**src/rtl/pkvbm_pkg.sv**
```systemverilog
package pkvbm_pkg;

  localparam int unsigned NUM_BLOCKS        = 1024;
  localparam int unsigned MAX_SEQS          = 64;
  localparam int unsigned MAX_PAGES_PER_SEQ = 64;

  localparam int unsigned BLK_W  = $clog2(NUM_BLOCKS);
  localparam int unsigned CNT_W  = BLK_W + 1;
  localparam int unsigned SEQ_W  = $clog2(MAX_SEQS);
  localparam int unsigned PG_W   = $clog2(MAX_PAGES_PER_SEQ);
  localparam int unsigned PH_W   = PG_W + 1;
  localparam int unsigned HG_W   = SEQ_W + 1;
  localparam int unsigned PT_AW  = SEQ_W + PG_W;
  localparam int unsigned POS_W  = 16;
  localparam int unsigned TPB_W  = 9;

  typedef enum logic [1:0] {
    REQ_OPEN   = 2'd0,
    REQ_ENSURE = 2'd1,
    REQ_LOOKUP = 2'd2,
    REQ_FREE   = 2'd3
  } req_e;

  typedef enum logic [2:0] {
    ST_OK         = 3'd0,
    ST_POOL_EMPTY = 3'd1,
    ST_NOT_MAPPED = 3'd2,
    ST_SEQ_FULL   = 3'd3,
    ST_PAGES_FULL = 3'd4
  } status_e;

  typedef struct packed {
    logic             done;
    logic [POS_W-1:0] quotient;
  } div_res_t;

endpackage

```
**src/rtl/pkvbm_div.sv**
```systemverilog
// Restoring divider, one quotient bit per cycle.
module pkvbm_div
  import pkvbm_pkg::*;
(
  input  logic             clk_i,
  input  logic             rst_ni,
  input  logic             start_i,
  input  logic [POS_W-1:0] dividend_i,
  input  logic [TPB_W-1:0] divisor_i,
  output div_res_t         res_o
);

  localparam int unsigned CW = $clog2(POS_W + 1);

  logic [CW-1:0]    cnt_q, cnt_d;
  logic             busy_q, busy_d;
  logic             done_q, done_d;
  logic [POS_W-1:0] quo_q, quo_d;
  logic [TPB_W-1:0] rem_q, rem_d;
  logic [TPB_W-1:0] dvs_q, dvs_d;
  logic [TPB_W:0]   trial;

  always_comb begin
    cnt_d  = cnt_q;
    busy_d = busy_q;
    done_d = 1'b0;
    quo_d  = quo_q;
    rem_d  = rem_q;
    dvs_d  = dvs_q;
    trial  = {rem_q, quo_q[POS_W-1]};
    if (start_i) begin
      // A block size of zero behaves as one.
      dvs_d  = (divisor_i == '0) ? TPB_W'(1) : divisor_i;
      quo_d  = dividend_i;
      rem_d  = '0;
      cnt_d  = CW'(POS_W);
      busy_d = 1'b1;
    end else if (busy_q) begin
      if (trial >= {1'b0, dvs_q}) begin
        rem_d = TPB_W'(trial - {1'b0, dvs_q});
        quo_d = {quo_q[POS_W-2:0], 1'b1};
      end else begin
        rem_d = trial[TPB_W-1:0];
        quo_d = {quo_q[POS_W-2:0], 1'b0};
      end
      cnt_d = cnt_q - CW'(1);
      if (cnt_q == CW'(1)) begin
        busy_d = 1'b0;
        done_d = 1'b1;
      end
    end
  end

  always_ff @(posedge clk_i or negedge rst_ni) begin
    if (!rst_ni) begin
      cnt_q  <= '0;
      busy_q <= 1'b0;
      done_q <= 1'b0;
    end else begin
      cnt_q  <= cnt_d;
      busy_q <= busy_d;
      done_q <= done_d;
    end
  end

  always_ff @(posedge clk_i) begin
    quo_q <= quo_d;
    rem_q <= rem_d;
    dvs_q <= dvs_d;
  end

  assign res_o.done     = done_q;
  assign res_o.quotient = quo_q;

endmodule

```
**config.mk**
```make
export PLATFORM = sky130hd
export DESIGN_NAME = pkvbm_div
export DESIGN_NICKNAME = d
export VERILOG_FILES = /design/src/rtl/pkvbm_pkg.sv /design/src/rtl/pkvbm_div.sv
export SDC_FILE = /design/constraint.sdc
export NUM_CORES = 1
export LEC_CHECK = 0
export BUFFER_PORTS_ARGS = -buffer_cell sky130_fd_sc_hd__buf_2
export CORE_MARGIN = 1.5
export CORE_UTILIZATION = 55
export DETAILED_ROUTE_END_ITERATION = 6
export PLACE_DENSITY_LB_ADDON = 0.3
export SLEW_MARGIN = 40
export SYNTH_ARGS = -nofsm -noshare
export SYNTH_HDL_FRONTEND = slang
export SYNTH_SLANG_ARGS = --single-unit
```
**constraint.sdc**
```tcl
create_clock -name clk_i -period 2.9 [get_ports clk_i]
set_input_delay 0.435 -clock clk_i [delete_from_list [all_inputs] [get_ports clk_i]]
set_output_delay 0.435 -clock clk_i [all_outputs]
set_load 0.02 [all_outputs]
```
Word-level counts from Yosys, hierarchy flattened
Cells that the tools add are included.
W data, S select, Z words.

word-level totals
  bits in registers = 41
  bits in latches = 0
  bits in writable memories = 0
  ROM bits = 0
  input bits = 28
  output and inout bits = 17
  word-level logic and storage cells = 24
  memories = 0

cells by class
  add/subtract/negate cells = 2
  $mul = 0
  divide/modulo/power cells = 0
  $lt $le $gt $ge = 1
  equal/unequal tests = 1
  shifts and indexed selects = 0
  multiplexer cells = 12
  bitwise gates (word level) = 0
  reduce and logical (&&, ||, !) cells = 2

operators by type and width
  operator               count
  $mux W16               2
  $ge A10 B9 Y1          1
  $mux W5                2
  $logic_not A9 Y1       1
  $mux W9                1
  $sub A9 B9 Y9          1
  $mux W1                7
  $eq A5 B1 Y1 const B   1
  $sub A5 B1 Y5 const B  1
  $reduce_bool A2 Y1     1

Logic depth before layout (Yosys ltp)
Gate-level depths: netlist of the first run.

  depth after elaboration = 4
  mapped depth = 9

Worst setup path after synthesis of the first run
Ideal clock, no wire load.

  kind = flip-flop to flip-flop
  from = reg quo_q[15]
  to = reg quo_q[0] (data pin)
  library setup time = 0.260 ns
  arrival = 2.141 ns
  setup slack = 0.499 ns
  stages on the path, launching flop included = 9
  path buffers = 0
  period minus slack after synthesis = 2.401 ns
  cells stage by stage = edfxtp_1 inv_1 ha_1 inv_1 fa_1 a211oi_2 o31a_1 o211ai_4 mux2_2

on the way
  longest elaborated chain between the ends = 4

RTL lines
  what                    line             text
  from (decl)             pkvbm_div.sv:18  logic [POS_W-1:0] quo_q, quo_d;
  from (signal assigned)  pkvbm_div.sv:67  quo_q <= quo_d;
  $ge A10 B9 Y1           pkvbm_div.sv:39  if (trial >= {1'b0, dvs_q}) begin
  $mux W1                 pkvbm_div.sv:39
  $mux W16                pkvbm_div.sv:38  end else if (busy_q) begin
  $mux W16                pkvbm_div.sv:31  if (start_i) begin
  net quo_d[0]            pkvbm_div.sv:18

The timed path passes the listed nets, and every way through them passes these cells. The select of a mux whose other input is x is not followed.
A chain may end at the register's enable or synchronous reset.

Final worst setup path of the first run
Ends and elaborated chain as after synthesis.

==> results list, run 1 <==
- For the pin with the worst max-slew slack, the measured transition is 0.455 ns.
- Cell internal power was estimated by the tool at 0.00130 W.
- In this run the critical register-to-register path is captured at quo_q[0]$_DFFE_PP_.
- Layout cell share with drive strength beyond 1: 0.352
* Average wire length per cell after detail routing: 13.5 µm
- Cell count after synthesis: 193
* WP data arrival: 2.51 ns
- For this run, design rule violations remaining after detail routing come to 0.
- The final layout contains 272 nets.
* Worst clock skew: 0.00893 ns
* Library cell appearing most often on the critical path: inv_1
- Beginning of the worst register-to-register path: quo_q[15]$_DFFE_PP_
- Share of the clock period used by the worst path: 0.849
* Register-to-register path setup slack: 0.44 ns
* Total number of yosys warnings: 0
- The most critical setup path has its endpoint at quo_q[0]$_DFFE_PP_.
- Walking the worst path, the cells encountered are inv_1 > ha_1 > inv_1 > fa_1 > a211oi_2 > o31a_1 > o211ai_4 > mux2_2.
- Site row count: 22
- Power share of the combinational group: 0.405
- Biggest area consumer among synthesized cells: edfxtp_1
* Standard cell with the maximum stage delay on the critical path: edfxtp_1
* First-pass GRT wire length: 6580 µm
* Synth top area cells: edfxtp_1 34%, mux2_2 8.6%, dfxtp_1 8.1%
- The count of final max-slew check failures is 0.
- The synthesized netlist contains 45 unique library cells.
- Area of all placed cells without fillers: 2570 µm²
* Type of the worst setup path: reg2reg
* Most frequent cells after synthesis: 25 x edfxtp_1, 17 x mux2_2, 15 x clkbuf_1, 15 x nor2_1, 14 x inv_1
* Clock period minus worst slack: 2.46 ns
* Required arrival time at the worst endpoint: 2.95 ns
- For this design the ratio of total power to cell area is 795 nW/µm².
* Initial core utilization: 0.592
- Clock tree from TritonCTS: yes
* Count of non-filler cells in the finished layout: 281
- Counting flops and latches in the post-synthesis netlist gives 41.
- Sum of net half-perimeters after detailed placement: 2940 µm
* Worst vdd ir: 0.000430 V
* Area overhead of the layout relative to synthesis: 15.2%
* Die height: 66.7 µm
* Sequential share of power: 0.414
- In the detailed route, the total length drawn on met3 is 144 µm.
- Core Footprint: 3770 µm²
- The share of total power dissipated in the clock network is 0.180.
* CP Capture Type: flip-flop
- Max-cap violations in this run came to 0.
- Summed over all nets, wire length on met2 after detailed routing comes to 1800 µm.
* Yosys top cell area share: 0.336
- Setup violators final: 0
- Maximum fanout along the worst path: 8
* Root Driver: clkbuf_8
* Switching component of the power: 0.000747 W
* Worst setup path start: quo_q[15]$_DFFE_PP_
- In the global route stage, overall resource usage came out at 0.198.
* Setup crit start kind: flip-flop
- Number of nets still failing antenna checks after routing: 0
- Primary FF master, synth: edfxtp_1
- Routability congestion estimate from global placement: 0.885
- The placed instances occupy a cell area of 2470 µm².
* Sum of negative setup slack: 0 ns
- Largest net degree at the start of global routing: 25
- Fraction of power spent switching nets: 0.365
- Clock-pin slew was measured on the worst setup and hold paths at 0.08 ns.
* Number of CTS-inserted buffers: 5
- Number of instances resized during post-cts repair: 0
- Maximum level of the CTS H-tree: 2
* Via total after detailed routing: 1514
* Horiz. Die Dim: 66.7 µm
* Sequential cell area fraction in the yosys report: 0.495
* Total leakage power: 1.11 nW
- RSZ-0062 raised after global routing: no
* Utilization of the core after routing: 0.682
- On the worst path, the slowest cell contributes a delay of 0.41 ns.
* Maximum number of buffers from clock root to sink: 2
- 45 I/O pins were placed.
* ANT cells: 0
* Overflow left after global routing: 0
- Port buffering added 44 buffers.
* Min-delay worst type: in2reg
- Reg2reg path depth: 8
- The highest metal layer carrying signal wires in the routed design is met4.
* Number of flops mapped to enable cells by yosys: 25
* Initial antenna violation count: 0
- Run status: finished, final reports clean
- Clock tree synthesis found a total of 41 sinks.
- Synthesis produced a netlist with a net count of 233.
- Derived from the worst setup path, the maximum achievable clock frequency is 0.406 GHz.
- The via count of the first global-routing pass came to 1501.
* Area of the die: 4450 µm²
- Worst hold margin: 0.323 ns
* Avg Synthesized Cell Area: 11.6 µm²
- Clock network latency to the later pin of the worst-skew pair: 0.30 ns
- Total iterations of the first detailed-routing run: 4
* Initial DRC count: 58
* Count of final hold-check violations: 0
* Post-DR vias/cell: 5.39
* Instance count after placement with tap cells included: 272
- Top-count cell post-synth: edfxtp_1
- Synthesized area: 2230 µm²
- The detailed router put a total of 1810 µm of wire on met1.
- Wirelength, routed: 3800 µm
- Proportion of synthesized flip-flops having asynchronous set or reset: 0.171
- Measured against its own limit, the worst slew margin works out to 0.697.
-- what timing repair did --
action,4_1_cts,5_1_grt
setup buffers,0,0
endpoints found under the hold margin,7,0
hold buffers,1,0
-- layout make-up --
type / instances / area, µm²
Tap cell: 48 / 60.1
Inverter: 14 / 52.6
Clock inverter: 3 / 22.5
Timing Repair Buffer: 48 / 253
Clock buffer: 5 / 68.8
Fill cell: 284 / 1200
Multi-Input combinational cell: 122 / 1010
Sequential cell: 41 / 1110
-- flip-flops by register name, indices dropped and copies added, names as in the netlist --
name and count:
quo_q 16, dvs_q 9, rem_q 9, cnt_q 5
busy_q 1, done_q 1
-- cells by family (layout without fill, tap and decap cells) --
logic type,Yosys count,count (layout),synth area share
mux,23,23,0.113
simple gates,47,47,0.120
compound gates,32,32,0.118
flops,41,41,0.495
xor+xnor,8,8,0.0314
buf+inv,30,70,0.0521
fa+ha+maj,12,12,0.0706
-- worst max-delay path: cells and delay by family, from the launching register on --
kind                       cells  cell delay, ns
adders and majority gates      2            0.56
AOI/OAI and AO/OA              3            0.78
buffers and inverters          2            0.13
muxes                          1            0.31
DFF                            1            0.41
-- stage by stage --
stage                     worst slack [ns]  power, W
after floorplan                      0.499   0.00150
after global placement               0.532   0.00167
after detailed placement             0.458   0.00169
after CTS                            0.448   0.00206
after global routing                 0.255   0.00219
final                                0.438   0.00204
-- how the worst min path moves through the flow --
| stage | from | to | slack (ns) | cells past startpoint |
|---|---|---|---|---|
| 2_1_floorplan | rst_ni | busy_q$_DFF_PN0_ | 0.14 | 0 |
| 4_1_cts | divisor_i[2] | dvs_q[2]$_SDFFCE_PN0P_ | 0.32 | 1 |
| 5_1_grt | divisor_i[2] | dvs_q[2]$_SDFFCE_PN0P_ | 0.31 | 1 |
| 6_report | divisor_i[2] | dvs_q[2]$_SDFFCE_PN0P_ | 0.32 | 1 |
| 3_3_place_gp | rst_ni | done_q$_DFF_PN0_ | 0.27 | 1 |
| 3_5_place_dp | rst_ni | done_q$_DFF_PN0_ | 0.28 | 1 |
-- placed cells by master, fill, tap and decap left out, types with 3 or more instances in the layout --
cell type and n:
a21o_1 3, nand2b_1 4, a21oi_1 6, buf_2 44, nor3_1 4, mux2_2 17, nand3_1 3, xnor2_1 4
a211oi_1 5, ha_1 11, nor2_1 15, nor4_1 3, nand2_1 6, clkbuf_8 5, a311oi_1 3, edfxtp_1 25
dfrtp_1 7, xor2_1 4, buf_4 3, mux2i_1 6, inv_1 14, dfxtp_1 9
-- routing by layer --
layer  vias to the layer above  track usage
li1                        773            -
met1                       709        0.246
met2                        26        0.336
met3                         6       0.0557
met4                         0       0.0536
met5                         -            0
-- power by group through the flow --
| stage | Clock (W) | Combinational, W | Sequential (W) |
|---|---|---|---|
| floorplan | 0 | 0.000609 | 0.000886 |
| global placement | 0 | 0.000818 | 0.000852 |
| detailed placement | 0 | 0.000827 | 0.000859 |
| CTS | 0.000379 | 0.000832 | 0.000848 |
| global route | 0.000405 | 0.000916 | 0.000867 |
| finish | 0.000369 | 0.000829 | 0.000847 |
No activity file was read; power rests on OpenSTA's default activity.
==> run 2: changes to the inputs <==
--- a/config.mk
+++ b/config.mk
@@ -5,6 +5,7 @@
 export SDC_FILE = /design/constraint.sdc
 export NUM_CORES = 1
 export LEC_CHECK = 0
+export ABC_AREA = 1
 export BUFFER_PORTS_ARGS = -buffer_cell sky130_fd_sc_hd__buf_2
 export CORE_MARGIN = 1.5
 export CORE_UTILIZATION = 55
==> constraint.sdc (replaced) <==
create_clock -name clk_i -period 2.4 [get_ports clk_i]
set_input_delay 0.36 -clock clk_i [delete_from_list [all_inputs] [get_ports clk_i]]
set_output_delay 0.36 -clock clk_i [all_outputs]
set_load 0.02 [all_outputs]
==> run 2 against run 1 <==
  * Critical path depth grew 3
  * Clock power grew 55%
  * Flip-flop and latch count is the same
  * Synthesized area grew 5.6%
  * Sequential power grew 19%
  * Die area grew 5.3%
  * Critical endpoint is now rem_q[7]$_SDFFE_PP0P_
  * Largest cell class unchanged
==> results list, run 2 <==
* Run status: finished, final reports clean (unchanged)
- The leading cell type by number of instances after synthesis is nand2_1 (was edfxtp_1).
- The most common flop cell mapped by yosys is edfxtp_1 (unchanged).
- The area share of the largest cell type after synthesis was 0.318 (was 0.336).
- Setup violators final: 0 (unchanged)
- The die boundary height was 68.5 µm (was 66.7 µm).
- Initial DRC count: 107 (was 58)
- Slew at the pin closest to its max-slew limit: 0.738 ns (was 0.455 ns)
- The placement row count was 23 (was 22).
* Sequential share of power: 0.361 (was 0.414)
- Proportion of synthesized flip-flops having asynchronous set or reset: 0.171 (unchanged)
- Root Driver: clkbuf_8 (unchanged)
- Top Registers: quo_q (16), dvs_q (9), rem_q (9) (unchanged).
* Sum of net half-perimeters after detailed placement: 3450 µm (was 2940 µm)
- Required arrival time at the worst endpoint: 2.64 ns (was 2.95 ns)
- The total grt overflow came to 0 (unchanged).
- Synth top area cells: edfxtp_1 32%, nand2_1 18%, dfxtp_1 7.6% (was edfxtp_1 34%, mux2_2 8.6%, dfxtp_1 8.1%).
- Reg2reg end: rem_q[7]$_SDFFE_PP0P_ (was quo_q[0]$_DFFE_PP_)
* Internal power: 0.00170 W (was 0.00130 W)
- Initial core utilization: 0.581 (was 0.592)
- The area of the core region is 4060 µm² (was 3770 µm²).
* Delay of the slowest cell on the worst path: 0.45 ns (was 0.41 ns)
- Setup crit start kind: flip-flop (unchanged)
- Number of CTS-inserted buffers: 5 (unchanged)
* Most common cell after layout, fill and taps aside: nand2_1 (was buf_2)
- The proportion of layout cells with a drive suffix above 1 came to 0.208 (was 0.352).
- Maximum number of buffers from clock root to sink: 2 (unchanged)
- Routability congestion estimate from global placement: 0.877 (was 0.885)
* Flip-flop count of the largest register after layout: 16 (unchanged)
- CP Cell Sequence: inv_1 > ha_1 > inv_1 > fa_1 > nand4_1 > nand2_1 > nand2_2 > nand2_2 > nand2_1 > nand3_1 > nand2_1 (was inv_1 > ha_1 > inv_1 > fa_1 > a211oi_2 > o31a_1 > o211ai_4 > mux2_2).
* Number of nets still failing antenna checks after routing: 0 (unchanged)
- The critical-path cell with the highest stage delay was fa_1 (was edfxtp_1).
- Register containing the most flip-flops in the final layout: quo_q (unchanged)
* Library cell appearing most often on the critical path: nand2_1 (was inv_1)
- Clock network latency to the later pin of the worst-skew pair: 0.29 ns (was 0.30 ns)
- The mean instance size in the synthesized netlist is 8.02 µm² (was 11.6 µm²).
- The count of flip-flops with a built-in enable after synthesis is 25 (unchanged).
- The clock slew seen by the registers of the worst setup and hold paths came to 0.08 ns (about the same).
- The number of placed I/O pins is 45 (unchanged).
- The count of final max-slew check failures came to 0 (unchanged).
- Reg2reg path depth: 11 (was 8)
* Total number of yosys warnings: 0 (unchanged)
- Cell count after synthesis: 294 (was 193)
* Largest net degree at the start of global routing: 24 (was 25)
- Filler Cells Inserted: 341 (was 284)
- Worst clock skew: 0.00895 ns (was 0.00893 ns)
- The clock network power share is 0.205 (was 0.180).
- Number of stages on the worst hold path: 1 (unchanged)
- The area enclosed by the die boundary is 4690 µm² (was 4450 µm²).
* WP data arrival: 2.45 ns (was 2.51 ns)
- The clock period minus final worst setup slack is 2.21 ns (was 2.46 ns).
* CP Capture Type: flip-flop (unchanged)
- Sequential cell area fraction in the yosys report: 0.469 (was 0.495)
- Wirelength, routed: 4590 µm (was 3800 µm)
- Clock tree from TritonCTS: yes (unchanged)
- The final antenna diode count was 0 (unchanged).
- Max transition margin: 0.506 (was 0.697)
- Count of final hold-check violations: 0 (unchanged)
- Setup repair bufs after CTS: 0 (unchanged)
- The worst hold-check path type is in2reg (unchanged).
* Utilization of the core after routing: 0.661 (was 0.682)
- Initial antenna violation count: 0 (unchanged)
- RSZ-0062 raised after global routing: no (unchanged)
- Fin nets: 370 (was 272)
- Switching component of the power: 0.00110 W (was 0.000747 W)
- Commonest cells after routing, fill and taps aside: 111 x nand2_1, 44 x buf_2, 43 x inv_1 (was 44 x buf_2, 25 x edfxtp_1, 17 x mux2_2)
- Yosys reg bits: 41 (unchanged)
* Total leakage power: 1.47 nW (was 1.11 nW)
- The quantity of I/O buffers inserted on ports came to 44 (unchanged).
- The count of TritonRoute iterations in the first routing pass is 4 (unchanged).
- First-pass GRT wire length: 7600 µm (was 6580 µm)
- Average wire length per cell after detail routing: 12.0 µm (was 13.5 µm)
* Post-DR vias/cell: 5.03 (was 5.39)
- The area overhead of the layout relative to synthesis is 13.6% (was 15.2%).
* Beginning of the worst register-to-register path: quo_q[15]$_DFFE_PP_ (unchanged)
- Most frequent cells after synthesis: 111 x nand2_1, 43 x inv_1, 25 x edfxtp_1 (was 25 x edfxtp_1, 17 x mux2_2, 15 x clkbuf_1, 15 x nor2_1, 14 x inv_1)
* Type of the worst setup path: reg2reg (unchanged)
* Biggest area consumer among synthesized cells: edfxtp_1 (unchanged)
- The depth of the CTS H-tree came to 2 (unchanged).
- Number of nets in the synthesized netlist: 334 (was 233)
- The family with the most delay on the worst path is simple AND/OR/NAND/NOR gates (was compound AO/OA/AOI/OAI gates).
* Register-to-register path setup slack: 0.19 ns (was 0.44 ns)
* Share of the clock period used by the worst path: 0.921 (was 0.849)
- The power density of the placed cells is 1040 nW/µm² (was 795 nW/µm²).
- The terminating pin of the worst hold path was dvs_q[8]$_SDFFCE_PN0P_ (was dvs_q[2]$_SDFFCE_PN0P_).
* Residual DRC: 0 (unchanged)
- The via count is 1917 (was 1514).
- Horiz. Die Dim: 68.5 µm (was 66.7 µm)
- Max frequency: 0.452 GHz (was 0.406 GHz)
- The launch point of the worst hold path is divisor_i[8] (was divisor_i[2]).
* Synthesized area: 2360 µm² (was 2230 µm²)
- Worst path buffer plus inverter count: 2 (unchanged)
- Count of cell types in the netlist: 29 (was 45)
- The sum of negative setup slack came to 0 ns (unchanged).
- Power share of the combinational group: 0.434 (was 0.405)
- Overall power of the completed layout: 0.00280 W (was 0.00204 W)
- The global router's overall resource usage is 0.219 (was 0.198).
* Fraction of power spent switching nets: 0.392 (was 0.365)
- The count of max-cap constraint violations was 0 (unchanged).
- Worst hold margin: 0.264 ns (was 0.323 ns)
* Clock net sink count: 41 (unchanged)
* Worst vdd ir: 0.000551 V (was 0.000430 V)
- Vias in the first global route: 1688 (was 1501)
* Maximum fanout along the worst path: 11 (was 8)
run 2: cell types whose count changed in the layout (fill, tap and decap cells not counted), moves of 4 or more:
cell / before / now
nand2_1: 6 / 111
inv_1: 14 / 43
mux2_2: 17 / 0
nand3_1: 3 / 17
nand3_2: 0 / 9
mux2i_1: 6 / 0
a211oi_1: 5 / 0
nand2b_1: 4 / 0
nand4_1: 0 / 4
xor2_1: 4 / 0
run 2: cell type report:
cell class              instances  area, µm²  area share
flip-flops and latches         41       1110       0.413
multi-input cells             191        985       0.367
repair buffers                 47        245      0.0915
inverters                      44        165      0.0616
clock buffers                   7       86.3      0.0322
well taps                      50       62.6      0.0233
clock inverters                 1       30.0      0.0112
run 2: stage by stage:
stage,instance area (µm²),instances,setup WS (ns)
after floorplan,2360,294,0.449
after global placement,2550,372,0.358
after detailed placement,2550,372,0.241
after CTS,2680,381,0.212
after global routing,2680,381,0.0449
final,2680,381,0.189
run 2: worst max path at each step:
stage / startpoint / to / slack [ns] / cells after the start
floorplan: quo_q[15]$_DFFE_PP_ / quo_q[0]$_DFFE_PP_ / 0.45 / 9
global placement: quo_q[15]$_DFFE_PP_ / rem_q[8]$_SDFFE_PP0P_ / 0.36 / 11
detailed placement: quo_q[15]$_DFFE_PP_ / rem_q[7]$_SDFFE_PP0P_ / 0.24 / 11
CTS: quo_q[15]$_DFFE_PP_ / rem_q[7]$_SDFFE_PP0P_ / 0.21 / 11
global route: quo_q[15]$_DFFE_PP_ / rem_q[7]$_SDFFE_PP0P_ / 0.04 / 11
finish: quo_q[15]$_DFFE_PP_ / rem_q[7]$_SDFFE_PP0P_ / 0.19 / 11
run 2: per-layer routing:
layer / vias up / track usage / wire, µm
li1: 986 / - / -
met1: 875 / 0.310 / 2150
met2: 50 / 0.344 / 2170
met3: 6 / 0.0444 / 220
met4: 0 / 0.0500 / 41
met5: - / 0 / 0
run 2: timing repair:
action                                  4_1_cts  5_1_grt
endpoints found under the hold margin         7        0
resized for setup                             0        0
endpoints found under the setup margin        0        0
hold buffers                                  1        0
run 2: logic make-up after synthesis:
kind of cell             share of synthesized area
AND/OR/NAND/NOR                              0.307
flip-flops                                   0.469
adder cells (fa/ha/maj)                     0.0668
buffers and inverters                        0.114
XOR/XNOR                                    0.0111
AO/OA/AOI/OAI                               0.0324
run 2: power by group through the flow:
stage	sequential, W	clock (W)	combinational (W)
global placement	0.00102	0	0.00117
floorplan	0.00104	0	0.000949
detailed placement	0.00102	0	0.00120
global route	0.00103	0.000605	0.00136
finish	0.00101	0.000573	0.00122
CTS	0.00101	0.000578	0.00121
